### src/rgbgd_pkg.sv
// Shared types, constants and helper functions for the RGB565 gray dither quantizer.
// Used by every module in src except rgbgd_checker; depends on nothing.
package rgbgd_pkg;

  typedef enum logic [1:0] {
    CFG_FAST_REFRESH = 2'd0,
    CFG_FORCE_MONO   = 2'd1,
    CFG_KEEP_AA      = 2'd2,
    CFG_KERNEL       = 2'd3
  } cfg_idx_e;

  typedef enum logic [1:0] {
    KERN_NONE  = 2'd0,
    KERN_BAYER = 2'd1,
    KERN_BLUE  = 2'd2,
    KERN_FLOYD = 2'd3
  } kernel_e;

  typedef enum logic [1:0] {
    PATH_MONO,
    PATH_GRAY4,
    PATH_GRAY16
  } path_e;

  typedef enum logic [1:0] {
    THR_FIXED,
    THR_BAYER,
    THR_MASK
  } thr_sel_e;

  typedef struct packed {
    logic    fast_refresh;
    logic    force_mono;
    logic    keep_antialias;
    kernel_e dither_kernel;
  } cfg_t;

  typedef struct packed {
    logic        mode;
    logic [7:0]  mask_value;
    logic [11:0] x_pos;
    logic [11:0] y_pos;
    logic [7:0]  luma;
  } s1_t;

  typedef struct packed {
    path_e      path;
    thr_sel_e   thr_sel;
    logic [7:0] luma;
    logic [7:0] bayer;
    logic [7:0] noise;
  } s2_t;

  localparam logic [15:0] LUMA_R     = 16'd54;
  localparam logic [15:0] LUMA_G     = 16'd183;
  localparam logic [15:0] LUMA_B     = 16'd19;
  localparam logic [15:0] LUMA_ROUND = 16'd128;
  localparam logic [7:0]  FIXED_THR  = 8'd127;
  localparam logic [7:0]  THR_CAP    = 8'd254;
  localparam logic [7:0]  MONO_LIMIT = 8'd127;
  localparam logic [7:0]  STEP_GRAY4  = 8'd85;
  localparam logic [7:0]  STEP_GRAY16 = 8'd17;
  localparam logic [7:0]  GRAY_WHITE  = 8'd255;
  localparam logic [7:0]  GRAY_BLACK  = 8'd0;

  localparam logic [3:0] BAYER_TAB [16] = '{
    4'd0,  4'd8,  4'd2,  4'd10,
    4'd12, 4'd4,  4'd14, 4'd6,
    4'd3,  4'd11, 4'd1,  4'd9,
    4'd15, 4'd7,  4'd13, 4'd5
  };

  // Threshold 16*B+8 for the 4x4 Bayer cell at (x mod 4, y mod 4).
  function automatic logic [7:0] bayer_thr(input logic [1:0] x, input logic [1:0] y);
    return {BAYER_TAB[{y, x}], 4'h8};
  endfunction

endpackage

### src/rgbgd_front.sv
// First pipeline stage: luma from the RGB565 pixel and mask row and column quotients.
// Depends on rgbgd_pkg.
module rgbgd_front #(
  parameter int MASK_SIDE = 64,
  parameter int QW        = 6
) (
  input  logic               clk_i,
  input  logic               rst_ni,
  input  logic               in_valid_i,
  output logic               in_ready_o,
  input  logic               mode_i,
  input  logic [15:0]        pixel_i,
  input  logic [11:0]        x_pos_i,
  input  logic [11:0]        y_pos_i,
  input  logic [7:0]         mask_value_i,
  output logic               s1_valid_o,
  input  logic               s1_ready_i,
  output rgbgd_pkg::s1_t     s1_o,
  output logic [QW-1:0]      qx_o,
  output logic [QW-1:0]      qy_o
);

  localparam int SH    = 12 + $clog2(MASK_SIDE);
  localparam int RECIP = (2 ** SH + MASK_SIDE - 1) / MASK_SIDE;
  localparam int PW    = SH + QW;

  logic           valid_q;
  rgbgd_pkg::s1_t s1_q, s1_d;
  logic [QW-1:0]  qx_q, qy_q, qx_d, qy_d;
  logic [7:0]     r8, g8, b8;
  logic [15:0]    luma_sum;
  logic [PW-1:0]  prod_x, prod_y;
  logic           advance;

  assign in_ready_o = !valid_q || s1_ready_i;
  assign advance    = in_valid_i && in_ready_o;

  always_comb begin
    r8 = {pixel_i[15:11], pixel_i[15:13]};
    g8 = {pixel_i[10:5], pixel_i[10:9]};
    b8 = {pixel_i[4:0], pixel_i[4:2]};
    luma_sum = rgbgd_pkg::LUMA_R * {8'd0, r8} + rgbgd_pkg::LUMA_G * {8'd0, g8}
             + rgbgd_pkg::LUMA_B * {8'd0, b8} + rgbgd_pkg::LUMA_ROUND;
    prod_x = PW'(x_pos_i) * PW'(RECIP);
    prod_y = PW'(y_pos_i) * PW'(RECIP);
    qx_d   = prod_x[SH +: QW];
    qy_d   = prod_y[SH +: QW];
    s1_d.mode       = mode_i;
    s1_d.mask_value = mask_value_i;
    s1_d.x_pos      = x_pos_i;
    s1_d.y_pos      = y_pos_i;
    s1_d.luma       = luma_sum[15:8];
  end

  always_ff @(posedge clk_i or negedge rst_ni) begin
    if (!rst_ni) begin
      valid_q <= 1'b0;
    end else if (in_ready_o) begin
      valid_q <= in_valid_i;
    end
  end

  always_ff @(posedge clk_i) begin
    if (advance) begin
      s1_q <= s1_d;
      qx_q <= qx_d;
      qy_q <= qy_d;
    end
  end

  assign s1_valid_o = valid_q;
  assign s1_o       = s1_q;
  assign qx_o       = qx_q;
  assign qy_o       = qy_q;

endmodule

### config.mk
export PLATFORM = sky130hd
export DESIGN_NAME = rgbgd_front
export DESIGN_NICKNAME = d
export VERILOG_FILES = /design/src/rgbgd_pkg.sv /design/src/rgbgd_front.sv
export SDC_FILE = /design/constraint.sdc
export NUM_CORES = 1
export LEC_CHECK = 0
export ABC_CLOCK_PERIOD_IN_PS = 6300
export BUFFER_PORTS_ARGS = -buffer_cell sky130_fd_sc_hd__buf_2
export CAP_MARGIN = 40
export CELL_PAD_IN_SITES_DETAIL_PLACEMENT = 1
export CELL_PAD_IN_SITES_GLOBAL_PLACEMENT = 1
export CORE_MARGIN = 5
export CORE_UTILIZATION = 45
export DETAILED_ROUTE_END_ITERATION = 16
export PLACE_DENSITY = 0.84
export SYNTH_ARGS = -nofsm -noshare
export SYNTH_HDL_FRONTEND = slang
export SYNTH_SLANG_ARGS = --single-unit
### constraint.sdc
create_clock -name clk_i -period 6.3 [get_ports clk_i]
set_clock_uncertainty 0.15 [all_clocks]
set_input_delay 1.26 -clock clk_i [delete_from_list [all_inputs] [get_ports clk_i]]
set_output_delay 1.26 -clock clk_i [all_outputs]
set_load 0.02 [all_outputs]
Word-level counts from Yosys, hierarchy flattened
Cells that the tools add are included.
Widths: inputs -> output; s select.
{"block": "op_classes", "n_addsub": 3, "n_mul": 3, "n_reduce_logical": 3}
{"operator": "$mul 5x8->13 const A", "n": 2}
{"operator": "$add 14x16->16", "n": 1}
{"operator": "$add 16x13->16", "n": 1}
{"operator": "$add 16x8->16 const B", "n": 1}
{"operator": "$mul 8x8->16 const A", "n": 1}
{"operator": "$logic_and 1x1->1", "n": 1}
{"operator": "$logic_not 1->1", "n": 1}
{"operator": "$logic_or 1x1->1", "n": 1}
{"block": "word_totals", "reg_bits": 54, "out_inout_bits": 55}

Logic depth before layout (Yosys ltp)
{"block": "depth", "word_depth": 4, "mapped_depth": 26, "depth_no_buf": 26}

Least setup slack after synthesis
Ideal clock, no wire load.
{"block": "synth_timing", "kind": "input to register", "startpoint": "in pixel_i[14]", "endpoint": "reg s1_q, in the netlist s1_o[6], data pin", "t_arrival_ps": 7442, "required_ps": 5888, "path_slack_ps": -1554, "path_stages": 23, "path_buffers": 0, "cell_sequence": "inv_1 > ha_1 > fa_1 > fa_1 > inv_1 > ha_1 > o21a_1 > nor2_1 > xnor2_1 > fa_1 > ha_1 > fa_1 > inv_1 > fa_1 > inv_1 > fa_1 > fa_1 > ha_1 > or2_2 > and4b_1 > a221oi_2 > o21ai_1 > xor2_1"}
{"block": "synth_via", "elab_chain_len": 4}
{"item": "start, declared", "line": "rgbgd_front.sv:12", "source": "input logic [15:0] pixel_i,"}
{"item": "$mul 5x8->13", "line": "rgbgd_front.sv:42", "source": "luma_sum = rgbgd_pkg::LUMA_R * {8'd0, r8} + rgbgd_pkg::LUMA_G * {8'd0, g8}"}
{"item": "$add 14x16->16", "line": "rgbgd_front.sv:42"}
{"item": "$add 16x13->16", "line": "rgbgd_front.sv:43", "source": "+ rgbgd_pkg::LUMA_B * {8'd0, b8} + rgbgd_pkg::LUMA_ROUND;"}
{"item": "$add 16x8->16", "line": "rgbgd_front.sv:43"}
{"item": "via luma_sum[14]", "line": "rgbgd_front.sv:31", "source": "logic [15:0] luma_sum;"}
{"item": "end signal, assigned", "line": "rgbgd_front.sv:65", "source": "s1_q <= s1_d;"}
{"item": "end, declared", "line": "rgbgd_front.sv:28", "source": "rgbgd_pkg::s1_t s1_q, s1_d;"}
The timed path passes the listed nets, and every way through them passes these cells.
A chain may end at the register's enable or synchronous reset.

Worst setup path after layout
{"block": "layout_timing", "startpoint": "in pixel_i[14]", "endpoint": "reg s1_q, in the netlist s1_o[5], data pin"}
Same word-level chain as after synthesis.

==> flow_metrics.env <==
export IMPL_final_min_clock_period_ns=7.57
export IMPL_detail_route_vias_per_cell=5.20
export IMPL_clock_sinks=42
export IMPL_cts_root_buf="clkbuf_8"
export IMPL_post_synth_inst_count=428
export IMPL_initial_utilization_pct=46.3
export IMPL_vias_in_the_first_global_route=4357
export IMPL_clockBufferDepth=2
export IMPL_worst_hold_path_type="reg -> reg"
export IMPL_grt_pass1_wl_um=21900
export IMPL_report_final_hold_viol_count=0
export IMPL_failing_checks="negative setup slack"
export IMPL_vias=3750
export IMPL_grt_max_degree=42
export IMPL_yosys_warnings=0
export IMPL_synth_simple_gate_area_share_pct=5.26
export IMPL_design_core_area_um2=10400
export IMPL_antennaDiodeCount=0
export IMPL_final_setup_violation_count=8
export IMPL_timing_critical_path_arrival_ns=7.45
export IMPL_detailedPlacementHpwl_um=11600
export IMPL_yosys_area_share_adder_pct=48.4
export IMPL_clk_insertion_delay_late_ns=0.29
export IMPL_run_status="finished with violations"
export IMPL_setup_tns_ns=-8.93
export IMPL_antenna_found_initial=1
export IMPL_mappedNetlistArea_um2=4830
export IMPL_synth_compound_area_share_pct=6.12
export IMPL_total_overflow_reported_by_the_global_router=0
export IMPL_die_h_um=114
export IMPL_element_type_at_the_critical_path_end="flip-flop"
export IMPL_ys_ff_latch=42
export IMPL_pre_cts_ws_ns=-1.66
export IMPL_synth_top_family_by_area="adder cells"
export IMPL_fp_row_count=37
export IMPL_final_antenna_net_count=0
export IMPL_grtUsageTotal_pct=21.8
export IMPL_dr_drc_count=0
export IMPL_post_drt_wl_per_cell_um=21.4
export IMPL_worst_endpoint_required_ns=6.18
export IMPL_postLayoutSetupSlackWorst_ns=-1.27
export IMPL_htree_num_levels=2
export IMPL_fin_nets=787
export IMPL_totalWireLength_um=15400
export IMPL_synth_xor_area_share_pct=3.27
export IMPL_syn_avg_cell_area_um2=11.3
export IMPL_synth_fp_nets=631
export IMPL_finalWeightedCongestion=0.890
export IMPL_layout_commonest_cell="inv_1"
export IMPL_crit_fanout=4
export IMPL_r2r_setup_slack_ns=4.88
export IMPL_muxShareOfSynthArea_pct=0
export IMPL_drv_cap=0
export IMPL_clkTransAtPathRegs_ns=0.08
export IMPL_post_synth_num_cell_types=39
export IMPL_synth_largest_type_area_fraction_pct=25.5
export IMPL_design_die_area_um2=12900
export IMPL_io_buffers=107
export IMPL_area_delta_synth_final_pct=30.5
export IMPL_numCtsBuffers=5
export IMPL_worstMarginPinSlew_ns=0.438
export IMPL_max_slew_margin_rel_pct=70.0
export IMPL_synth_area_leaders="edfxtp_1, fa_1, ha_1, inv_1, xnor2_1"
export IMPL_tritoncts="done"
export IMPL_synth_largest_area_cell="edfxtp_1"
export IMPL_detailedRoute_firstPassIterationCount=6
export IMPL_critical_path_startpoint_type="input port"
export IMPL_detailedRoute_firstIterationViolations=154
export IMPL_die_x_um=114
export IMPL_grt_setup_unrepaired="true"
export IMPL_ios=108
export IMPL_yosysSeqAreaShare_pct=26.0
export IMPL_drive_gt1_share_pct=35.4
export IMPL_fmaxAchievable_mhz=132
export IMPL_timing_worst_setup_path_type="in -> reg"
export IMPL_layout_cells_most_common_list="inv_1, buf_2, ha_1, fa_1, buf_4"
export IMPL_layout_worst_path_cycle_share_pct=120
export IMPL_slew_violations=0
cell families after synthesis:
group | count (synthesis)
fa+ha+maj | 150
xor+xnor | 18
compound gates | 43
simple gates | 46
flops | 42
buf+inv | 129
state kept, by name (all words and copies together) (netlist names):
signal	count
qy_o	6
s1_o	35
s1_valid_o	1
per-layer routing:
metal  GRT usage (%)  vias up  share of wire (%)
met5               0        -              0.084
met4            7.21        2                4.5
met3            3.50       45                2.7
met2            43.9       79                 58
met1            22.4     1934                 35
li1                -     1690                  -
final timing paths:
check | from | end | cells past startpoint
worst max-delay path | pixel_i[14] | s1_o[5] | 26
worst min-delay path | s1_valid_o | s1_valid_o | 2
worst max register to register | s1_valid_o | s1_o[34] | 3
worst min register to register | s1_valid_o | s1_valid_o | 2
max in group asynchronous | rst_ni | s1_valid_o | 1
min in group asynchronous | rst_ni | s1_valid_o | 1
layout make-up:
cell class | instances | area [um2]
Inverter | 117 | 452
Timing Repair Buffer | 161 | 986
Clock buffer | 6 | 72.6
Fill cell | 1139 | 4120
Sequential cell | 42 | 1260
Clock inverter | 2 | 12.5
Tap cell | 136 | 170
Multi-Input combinational cell | 257 | 3350
per-stage QoR:
stage | instances | utilization (%) | area, um2 | hold WS [ns]
floorplan | 428 | - | 4950 | 0.633
global placement | 705 | 56.7 | 5910 | 0.352
detailed placement | 705 | 56.7 | 5910 | 0.389
CTS | 718 | 58.7 | 6110 | 0.411
global route | 721 | 60.5 | 6300 | 0.450
finish | 721 | 60.5 | 6300 | 0.405
cell usage after synthesis:
cell / n
nand2_1: 11
a221oi_1: 1
nor2b_1: 3
and2_1: 2
o21ai_0: 6
a211oi_1: 2
xnor2_1: 12
nor2_1: 6
o211ai_1: 3
a221oi_2: 1
dfrtp_1: 1
o31ai_2: 1
a32oi_1: 1
and4b_1: 1
nor3_1: 5
nor3b_1: 1
a2111oi_0: 1
ha_1: 89
nand3b_1: 3
xor2_1: 6
o21ai_1: 1
inv_1: 117
a21o_1: 7
o311a_1: 1
o311ai_0: 1
or2_2: 2
buf_4: 12
o21a_1: 2
nand4_1: 2
fa_1: 61
edfxtp_1: 41
and4_1: 1
nand4b_1: 2
nand3_1: 2
nand2b_1: 3
o21bai_1: 3
and3_1: 1
a21oi_1: 12
or4_1: 1
critical path: stages:
cell,delay (ns)
buf_12,0.10
inv_12,0.03
ha_4,0.27
fa_1,0.44
fa_1,0.52
inv_2,0.05
ha_4,0.21
o21a_1,0.13
nor2_2,0.22
xnor2_2,0.11
fa_1,0.55
ha_4,0.19
fa_1,0.47
inv_1,0.05
fa_1,0.50
inv_2,0.05
fa_1,0.50
inv_1,0.06
fa_1,0.51
inv_2,0.05
ha_4,0.23
a211oi_4,0.25
nand2_2,0.11
o31ai_4,0.26
o21bai_1,0.12
xor2_1,0.19
what timing repair did:
| action | 4_1_cts | 5_1_grt |
|---|---|---|
| resized for setup | 16 | 21 |
| gates cloned | 0 | 0 |
| pin swaps | 9 | 13 |
| setup buffers | 5 | 3 |
| hold buffers | 0 | 0 |
| setup endpoints to repair | 8 | 8 |
Power is not shown: default switching activity piles up to over one toggle a cycle in this logic, so the estimate is an artifact.
