### config.mk
export PLATFORM = sky130hd
export DESIGN_NAME = rgbgd_quant
export DESIGN_NICKNAME = d
export VERILOG_FILES = /design/src/rgbgd_pkg.sv /design/src/rgbgd_quant.sv
export SDC_FILE = /design/constraint.sdc
export NUM_CORES = 1
export LEC_CHECK = 0
export ABC_AREA = 0
export BUFFER_PORTS_ARGS = -buffer_cell sky130_fd_sc_hd__buf_2
export CAP_MARGIN = 20
export CORE_MARGIN = 10
export CORE_UTILIZATION = 50
export DETAILED_ROUTE_END_ITERATION = 7
export PLACE_DENSITY = 0.72
export SYNTH_ARGS = -nofsm -noshare
export SYNTH_HDL_FRONTEND = slang
export SYNTH_SLANG_ARGS = --single-unit
### constraint.sdc
create_clock -name clk_i -period 7.3 [get_ports clk_i]
set_input_delay 1.46 -clock clk_i [delete_from_list [all_inputs] [get_ports clk_i]]
set_output_delay 1.46 -clock clk_i [all_outputs]
set_load 0.03 [all_outputs]
### src/rgbgd_pkg.sv
// Shared types, constants and helper functions for the RGB565 gray dither quantizer.
// Used by every module in src except rgbgd_checker; depends on nothing.
package rgbgd_pkg;

  typedef enum logic [1:0] {
    CFG_FAST_REFRESH = 2'd0,
    CFG_FORCE_MONO   = 2'd1,
    CFG_KEEP_AA      = 2'd2,
    CFG_KERNEL       = 2'd3
  } cfg_idx_e;

  typedef enum logic [1:0] {
    KERN_NONE  = 2'd0,
    KERN_BAYER = 2'd1,
    KERN_BLUE  = 2'd2,
    KERN_FLOYD = 2'd3
  } kernel_e;

  typedef enum logic [1:0] {
    PATH_MONO,
    PATH_GRAY4,
    PATH_GRAY16
  } path_e;

  typedef enum logic [1:0] {
    THR_FIXED,
    THR_BAYER,
    THR_MASK
  } thr_sel_e;

  typedef struct packed {
    logic    fast_refresh;
    logic    force_mono;
    logic    keep_antialias;
    kernel_e dither_kernel;
  } cfg_t;

  typedef struct packed {
    logic        mode;
    logic [7:0]  mask_value;
    logic [11:0] x_pos;
    logic [11:0] y_pos;
    logic [7:0]  luma;
  } s1_t;

  typedef struct packed {
    path_e      path;
    thr_sel_e   thr_sel;
    logic [7:0] luma;
    logic [7:0] bayer;
    logic [7:0] noise;
  } s2_t;

  localparam logic [15:0] LUMA_R     = 16'd54;
  localparam logic [15:0] LUMA_G     = 16'd183;
  localparam logic [15:0] LUMA_B     = 16'd19;
  localparam logic [15:0] LUMA_ROUND = 16'd128;
  localparam logic [7:0]  FIXED_THR  = 8'd127;
  localparam logic [7:0]  THR_CAP    = 8'd254;
  localparam logic [7:0]  MONO_LIMIT = 8'd127;
  localparam logic [7:0]  STEP_GRAY4  = 8'd85;
  localparam logic [7:0]  STEP_GRAY16 = 8'd17;
  localparam logic [7:0]  GRAY_WHITE  = 8'd255;
  localparam logic [7:0]  GRAY_BLACK  = 8'd0;

  localparam logic [3:0] BAYER_TAB [16] = '{
    4'd0,  4'd8,  4'd2,  4'd10,
    4'd12, 4'd4,  4'd14, 4'd6,
    4'd3,  4'd11, 4'd1,  4'd9,
    4'd15, 4'd7,  4'd13, 4'd5
  };

  // Threshold 16*B+8 for the 4x4 Bayer cell at (x mod 4, y mod 4).
  function automatic logic [7:0] bayer_thr(input logic [1:0] x, input logic [1:0] y);
    return {BAYER_TAB[{y, x}], 4'h8};
  endfunction

endpackage

### src/rgbgd_quant.sv
// Third and fourth pipeline stages: threshold offset, level rounding and output scaling.
// Depends on rgbgd_pkg.
module rgbgd_quant (
  input  logic               clk_i,
  input  logic               rst_ni,
  input  logic               s2_valid_i,
  output logic               s2_ready_o,
  input  rgbgd_pkg::s2_t     s2_i,
  output logic               out_valid_o,
  input  logic               out_ready_i,
  output logic [7:0]         gray_o
);

  logic                  v3_q, v4_q;
  logic                  r3, r4;
  logic [11:0]           offs_q, offs_d;
  rgbgd_pkg::path_e      path_q;
  logic                  bright_q;
  logic [7:0]            thr, thr_cap;
  logic [11:0]           scaled;
  logic [11:0]           round_sum;
  logic [3:0]            level;
  logic [7:0]            gray_q, gray_d;

  assign r4         = !v4_q || out_ready_i;
  assign r3         = !v3_q || r4;
  assign s2_ready_o = r3;

  always_comb begin
    unique case (s2_i.thr_sel)
      rgbgd_pkg::THR_FIXED: thr = rgbgd_pkg::FIXED_THR;
      rgbgd_pkg::THR_BAYER: thr = s2_i.bayer;
      rgbgd_pkg::THR_MASK:  thr = s2_i.noise;
      default:              thr = rgbgd_pkg::FIXED_THR;
    endcase
    thr_cap = (thr < rgbgd_pkg::THR_CAP) ? thr : rgbgd_pkg::THR_CAP;
    if (s2_i.path == rgbgd_pkg::PATH_GRAY4) begin
      scaled = {3'd0, s2_i.luma, 1'b0} + {4'd0, s2_i.luma};
    end else begin
      scaled = {s2_i.luma, 4'd0} - {4'd0, s2_i.luma};
    end
    offs_d = scaled + {4'd0, rgbgd_pkg::THR_CAP} - {4'd0, thr_cap};
  end

  always_comb begin
    round_sum = offs_q + {8'd0, offs_q[11:8]} + 12'd1;
    level     = round_sum[11:8];
    unique case (path_q)
      rgbgd_pkg::PATH_MONO:   gray_d = bright_q ? rgbgd_pkg::GRAY_WHITE
                                                : rgbgd_pkg::GRAY_BLACK;
      rgbgd_pkg::PATH_GRAY4:  gray_d = 8'({4'd0, level} * rgbgd_pkg::STEP_GRAY4);
      rgbgd_pkg::PATH_GRAY16: gray_d = 8'({4'd0, level} * rgbgd_pkg::STEP_GRAY16);
      default:                gray_d = rgbgd_pkg::GRAY_BLACK;
    endcase
  end

  always_ff @(posedge clk_i or negedge rst_ni) begin
    if (!rst_ni) begin
      v3_q <= 1'b0;
      v4_q <= 1'b0;
    end else begin
      if (r3) begin
        v3_q <= s2_valid_i;
      end
      if (r4) begin
        v4_q <= v3_q;
      end
    end
  end

  always_ff @(posedge clk_i) begin
    if (s2_valid_i && r3) begin
      offs_q   <= offs_d;
      path_q   <= s2_i.path;
      bright_q <= s2_i.luma > rgbgd_pkg::MONO_LIMIT;
    end
    if (v3_q && r4) begin
      gray_q <= gray_d;
    end
  end

  assign out_valid_o = v4_q;
  assign gray_o      = gray_q;

endmodule

## Word level (Yosys, flattened, before mapping)

Cells that the tools add are included.

| word-level totals | value |
|---|---|
| output and inout bits | 10 |
| word-level logic and storage cells | 33 |
| input port bits | 32 |
| register bits after elaboration | 25 |

| operators by class | value |
|---|---|
| multiply operators | 2 |
| mux-type cells | 5 |
| reductions and logical operators | 7 |
| add/sub/neg operators | 6 |
| $lt $le $gt $ge | 2 |
| eq/ne operators | 5 |

Operator list:

| operator | number |
|---|---|
| $pmux 8 s3 | 1 |
| $sub 12x8->12 | 2 |
| $mux 8 | 2 |
| $pmux 8 s2 | 1 |
| $add 12x1->12 const B | 1 |
| $add 12x4->12 | 1 |
| $add 12x8->12 const B | 1 |
| $mux 12 | 1 |
| $add 9x8->10 | 1 |
| $gt 8x7->1 const B | 1 |
| $lt 8x8->1 const B | 1 |
| $mul 4x5->8 const B | 1 |
| $mul 4x7->8 const B | 1 |
| $eq 2x1->1 const B | 3 |
| $eq 2x2->1 const B | 2 |
| $logic_and 1x1->1 | 2 |
| $logic_not 1->1 | 2 |
| $logic_not 2->1 | 1 |
| $logic_or 1x1->1 | 2 |

## Longest topological paths before layout

Gate-level depths: netlist (run 1).

| depth | value |
|---|---|
| depth after elaboration | 5 |
| depth in mapped cells | 17 |
| gate-level depth less buffers | 17 |

## Least setup slack after synthesis (run 1)

No wires, ideal clock.

| path | value |
|---|---|
| path kind | input-to-reg |
| start | input s2_i[16] (netlist name) |
| end | register offs_q[11], data pin |
| arrival time | 4198 ps |
| setup time | 260 ps |
| data required time | 7040 ps |
| buffers on the path | 0 |
| slack | 2843 ps |
| cell stages on the path | 17 |
| cells stage by stage | ha_1 fa_1 a21o_1 a21oi_1 o21bai_1 a21o_1 xnor2_1 o21ai_0 ha_1 inv_1 ha_1 o21a_1 nor2_1 nor2b_1 a21oi_1 o21ai_0 xnor2_1 |

| on the way | value |
|---|---|
| cells in the longest elaborated chain, start to end | 4 |
| elaborated cells between the ends (all ways) | 5 |
| those cells by class | add/sub: 4; mux: 1 |

RTL lines:

| item | line | source |
|---|---|---|
| start: declaration | rgbgd_quant.sv:8 | `input rgbgd_pkg::s2_t s2_i,` |
| $sub 12x8->12 / $add 9x8->10 (equally long branches) | rgbgd_quant.sv:40, rgbgd_quant.sv:38 |  |
| $mux 12 (*) | rgbgd_quant.sv:37 | `if (s2_i.path == rgbgd_pkg::PATH_GRAY4) begin` |
| $add 12x8->12 (*) | rgbgd_quant.sv:42 | `offs_d = scaled + {4'd0, rgbgd_pkg::THR_CAP} - {4'd0, thr_cap};` |
| $sub 12x8->12 (*) | rgbgd_quant.sv:42 |  |
| via offs_d[11] | rgbgd_quant.sv:16 | `logic [11:0] offs_q, offs_d;` |
| end signal: assignment | rgbgd_quant.sv:73 | `offs_q <= offs_d;` |
| end: declaration | rgbgd_quant.sv:16 |  |

Mark *: on every way through the listed nets, which the timed path passes. The rest lies on a longest branch.
A chain may end at the register's enable or synchronous reset.

## Worst setup path in the final report (run 1)

Ends and elaborated chain as after synthesis.

==> results of run 1 <==
-- per-layer routing --
metal | global-route usage | up-vias | wire length (um)
li1 | - | 1136 | -
met1 | 0.142 | 992 | 2290
met2 | 0.230 | 50 | 2740
met3 | 0.0168 | 4 | 267
met4 | 0.0456 | 0 | 74
met5 | 0 | - | 0
-- state kept, by name (all words and copies together), names as in the netlist --
name / count
gray_o: 8
offs_q: 12
out_valid_o: 1
v3_q: 1
path_q: 2
bright_q: 1
-- worst max-delay path: stages --
cell and delay [ns]:
buf_2 0.13, ha_1 0.24, fa_1 0.42, a21o_1 0.18, a21oi_1 0.22, o21bai_1 0.09
a21o_1 0.20, xnor2_1 0.14, o21ai_0 0.10, ha_1 0.29, inv_1 0.04, ha_1 0.31
o21a_1 0.11, nor2_1 0.12, nor2b_1 0.07, a21oi_1 0.19, o21ai_0 0.14, xnor2_1 0.13
-- per-stage QoR --
step | area [um^2] | total power, uW
after CTS | 3030 | 710
final | 3030 | 706
after floorplan | 2720 | 543
after detailed placement | 2980 | 629
after global routing | 3030 | 777
after global placement | 2980 | 620
-- synth_stat cells (7+ instances only) --
cell / count
a21o_1: 8
a21oi_1: 22
clkbuf_1: 7
edfxtp_1: 23
ha_1: 48
inv_1: 37
nand2_1: 15
nor2_1: 13
o21ai_0: 15
xnor2_1: 14
xor2_1: 10
-- cell families after synthesis --
logic type / after synthesis
xor gates and xnor gates: 24
buffers and inverters: 44
AOI/OAI and AO/OA: 86
adders and majority gates: 51
and+or+nand+nor: 63
DFF: 25
muxes: 2
-- area by class of cell --
type,count,area [um^2],share of cell area
Tap cell,70,87.6,0.0289
Clock inverter,1,5.00,0.00165
Sequential cell,25,741,0.245
Clock buffer,3,41.3,0.0136
Multi-Input combinational cell,226,1810,0.598
Timing Repair Buffer,41,205,0.0678
Inverter,37,139,0.0459
-- final timing paths --
check                      startpoint           to  slack (ns)  cells after the start
setup / recovery             s2_i[16]   offs_q[11]        2.72                     18
hold / removal                   v3_q  out_valid_o        0.49                      1
setup reg to reg            offs_q[9]    gray_o[6]        3.74                     14
hold reg to reg                  v3_q  out_valid_o        0.49                      1
max in group asynchronous      rst_ni         v3_q        6.24                      1
min in group asynchronous      rst_ni  out_valid_o        0.97                      1
-- power by group through the flow --
stage	Combinational [uW]	Clock, uW	Sequential (uW)
floorplan	303	0	241
global placement	394	0	226
detailed placement	402	0	227
CTS	406	80.5	223
global route	465	86.3	226
finish	404	78.4	223
==> results_dict.tcl, run 1 <==
set metrics [dict create \
    ios 42 \
    routed-via-count 2182 \
    dpl_worst_slack_ns 2.46 \
    synth_seq_cells 25 \
    crit_required_ns 7.32 \
    yosysWarnings 0 \
    dpl.cell_count 399 \
    cp_data_arrival_time_ns 4.60 \
    final_common_cell "ha_1" \
    synth_xor_area_frac 0.0774 \
    fmax_mhz 219 \
    path_max_fanout 5 \
    synthAdderAreaFrac 0.243 \
    mostFrequentLayoutCells "ha_1, buf_2, inv_1, edfxtp_1, a21oi_1" \
    synthCells 295 \
    dominantRegCellSynth "edfxtp_1" \
    fin_crit_ns 4.58 \
    cap_violations 0 \
    muxShareOfSynthArea 0.00737 \
    die_h_um 93.7 \
    grt_pass1_vias 2172 \
    finalSetupViolCount 0 \
    finalMaxSlewViolations 0 \
    syn_nets 378 \
    antenna_found_initial 0 \
    p_int_uw 424 \
    timing.final.hold_violations 0 \
    seqPwrFrac 0.316 \
    ys_types 43 \
    routed_via_density 5.41 \
    async_reset_ff_frac 0.0800 \
    netlist_area_um2 2720 \
    synth_top_area_cell "edfxtp_1" \
    slew_headroom 0.536 \
    area_growth_pct 11.5 \
    clock_latency_ns 0.26 \
    setup_tns_ns 0 \
    cts_setup_buffers 0 \
    combPwrFrac 0.573 \
    overflow 0 \
    p_leak_uw 0.00139 \
    rsz0062_at_grt "no" \
    clk_pin_slew_ns 0.08 \
    avgSynthCellArea_um2 9.20 \
    final_cells 403 \
    synth_top_family_by_area "adder cells" \
    ctsHoldBuffers 0 \
    clock-root-buffer "clkbuf_8" \
    post_cts_resized 0 \
    rows 26 \
    finalWeightedCongestion 0.875 \
    cts_tree "built" \
    drt-initial-drc-count 69 \
    yosys.area_share.simple 0.124 \
    n_antenna_cell 0 \
    start_util 0.525 \
    dieWidth_um 93.7 \
    first_pass_iters 4 \
    cts_sinks 25 \
    fillers 460 \
    ir_drop_mv 0.106 \
    p_switching_uw 282 \
    drtAntennaViolNets 0 \
    crit_type "primary input to flop" \
    grt_usage 0.125 \
    clock_path_buffers 2 \
    power_density_nw_per_um2 233 \
    detail_route.wl_per_cell_um 13.3 \
    core_um2 5170 \
    holdWs_ns 0.488 \
    cts_made_buffers 3 \
    drive_above_1_share 0.156 \
    synth_edf_count 23 \
    clockPowerShare 0.111 \
    hold_class "flop to flop" \
    synth_compound_area_frac 0.215 \
    dieArea_um2 8780 \
    netlist_top_cells_area "edfxtp_1, ha_1, inv_1" \
    num-nets-final 417 \
    run_status "completed" \
    h-tree-depth 1 \
    start_kind "primary input" \
    hpwl_mm 4.60 \
    fin_util 0.585 \
    switching_share 0.400 \
    grt_pass1_wl_mm 9.29 \
    fin_skew_ns 0.00401 \
    yosys.area.top_type_share 0.254 \
    drc 0 \
    yosysSeqAreaShare 0.273 \
    wl_mm 5.37 \
    grt_max_degree 16 \
    fin_ws_ns 2.72 \
    numPortBuffers 41 \
    tightest_slew_ns 0.695 \
    fin_crit_sh 0.627 \
    cp-end-kind "flop" \
]
No activity file was read; power rests on OpenSTA's default activity.
==> inputs of run 2 (changes only) <==
- clock period: 7.3 -> 4.6 ns (I/O delays scaled with it)
==> results_dict.tcl, run 2 (synthesis results as in run 1) <==
set metrics [dict create \
    fmax_mhz 246 \
    wl_mm 5.29 \
    slew_headroom 0.579 \
    grt_pass1_vias 2277 \
    final_common_cell "ha_1" \
    critical_path.startpoint "s2_i[16]" \
    ctsHoldBuffers 0 \
    finalMaxSlewViolations 0 \
    cp_data_arrival_time_ns 4.09 \
    fillers 457 \
    tightest_slew_ns 0.631 \
    run_status "completed" \
    crit_required_ns 4.63 \
    rows 26 \
    clockPowerShare 0.115 \
    regMostFlops "offs_q" \
    fin_crit_ns 4.06 \
    core_um2 5170 \
    rrSetupSlack_ns 1.07 \
    routed-via-count 2148 \
    clock_latency_ns 0.27 \
    num-nets-final 418 \
    largest_reg_flops 12 \
    power_density_nw_per_um2 368 \
    start_kind "primary input" \
    p_switching_uw 447 \
    clk_pin_slew_ns 0.09 \
    cts_tree "built" \
    first_pass_iters 4 \
    cap_violations 0 \
    drive_above_1_share 0.159 \
    grt_pass1_wl_mm 9.58 \
    ir_drop_mv 0.150 \
    grt_max_degree 16 \
    finalSetupViolCount 0 \
    grt_usage 0.129 \
    dieWidth_um 93.7 \
    path_max_fanout 5 \
    reg2reg_to "gray_o[7]" \
    finalWeightedCongestion 0.860 \
    p_int_uw 671 \
    h-tree-depth 1 \
    r2r_cells 15 \
    fin_skew_ns 0.00890 \
    setup_tns_ns 0 \
    p_leak_uw 0.00139 \
    seqPwrFrac 0.317 \
    hpwl_mm 4.58 \
    overflow 0 \
    cts_made_buffers 3 \
    die_h_um 93.7 \
    cp-end-kind "flop" \
    cts_setup_buffers 0 \
    mostFrequentLayoutCells "ha_1, buf_2, inv_1, edfxtp_1, a21oi_1" \
    crit_type "primary input to flop" \
    routed_via_density 5.32 \
    fin_crit_sh 0.882 \
    post_cts_resized 0 \
    area_growth_pct 11.9 \
    clock_path_buffers 2 \
    drc 0 \
    hold_class "primary input to async pin" \
    rsz0062_at_grt "no" \
    numPortBuffers 41 \
    fin_util 0.587 \
    clock-root-buffer "clkbuf_8" \
    start_util 0.525 \
    detail_route.wl_per_cell_um 13.1 \
    timing.final.hold_violations 0 \
    dieArea_um2 8780 \
    cts_sinks 25 \
    worstReg2RegStart "offs_q[9]" \
    n_antenna_cell 0 \
    combPwrFrac 0.568 \
    ios 42 \
    switching_share 0.400 \
    drt-initial-drc-count 94 \
    antenna_found_initial 0 \
    drtAntennaViolNets 0 \
]
==> run 2: cell count changes in the layout (fill, tap and decap cells not counted), sizes merged <==
cell      previous run  this run
buf                 41        42
clkinv               1         0
clkinvlp             0         1
==> run 2: worst max-delay path, cell delays in order <==
cell,delay [ns]
buf_2,0.13
ha_1,0.25
fa_1,0.41
a21o_1,0.18
a21oi_1,0.21
o21bai_1,0.09
a21o_1,0.20
xnor2_1,0.15
o21ai_0,0.10
ha_1,0.29
inv_1,0.04
ha_1,0.31
o21a_1,0.12
nor2_1,0.11
nor2b_1,0.07
a21oi_1,0.21
o21ai_0,0.15
xnor2_1,0.14
==> run 2: power by group through the flow <==
stage	clock, uW	sequential (uW)	combinational [uW]
6_report	129	354	635
5_1_grt	145	360	741
4_1_cts	132	355	641
3_5_place_dp	0	360	635
3_3_place_gp	0	358	626
2_1_floorplan	0	382	480
==> run 2: worst max path at each step <==
stage	endpoint	slack, ns	cells past startpoint
5_1_grt	offs_q[11]	0.29	17
3_5_place_dp	offs_q[11]	0.30	18
6_report	offs_q[11]	0.54	18
2_1_floorplan	offs_q[11]	0.68	17
4_1_cts	offs_q[11]	0.58	18
3_3_place_gp	offs_q[11]	0.37	18
==> run 2: stage by stage <==
step                      worst slack (ns)  hold slack [ns]  power, uW  instance area [um^2]  cells
after floorplan                      0.683            0.449        862                  2720    295
after global placement               0.369            0.471        984                  2990    400
after detailed placement             0.297            0.475        995                  2990    400
after CTS                            0.580            0.411       1130                  3040    404
after global routing                 0.293            0.396       1250                  3040    404
final                                0.542            0.413       1120                  3040    404
==> run 2: layout make-up <==
cell class / instances / area [um^2] / area share
tap: 70 / 87.6 / 0.0288
multi-input combinational: 226 / 1810 / 0.596
clock buffer: 3 / 41.3 / 0.0136
sequential: 25 / 741 / 0.244
clock inverter: 1 / 7.51 / 0.00247
timing repair buffer: 42 / 213 / 0.0700
inverter: 37 / 139 / 0.0457
==> run 2: routing by layer <==
| layer | part of all wire | wire length (um) | track usage | vias to the layer above |
|---|---|---|---|---|
| met5 | 0 | 0 | 0 | - |
| met4 | 0.022 | 115 | 0.0544 | 0 |
| met3 | 0.033 | 172 | 0.0152 | 7 |
| met2 | 0.50 | 2650 | 0.234 | 32 |
| met1 | 0.44 | 2350 | 0.147 | 969 |
| li1 | - | - | - | 1140 |
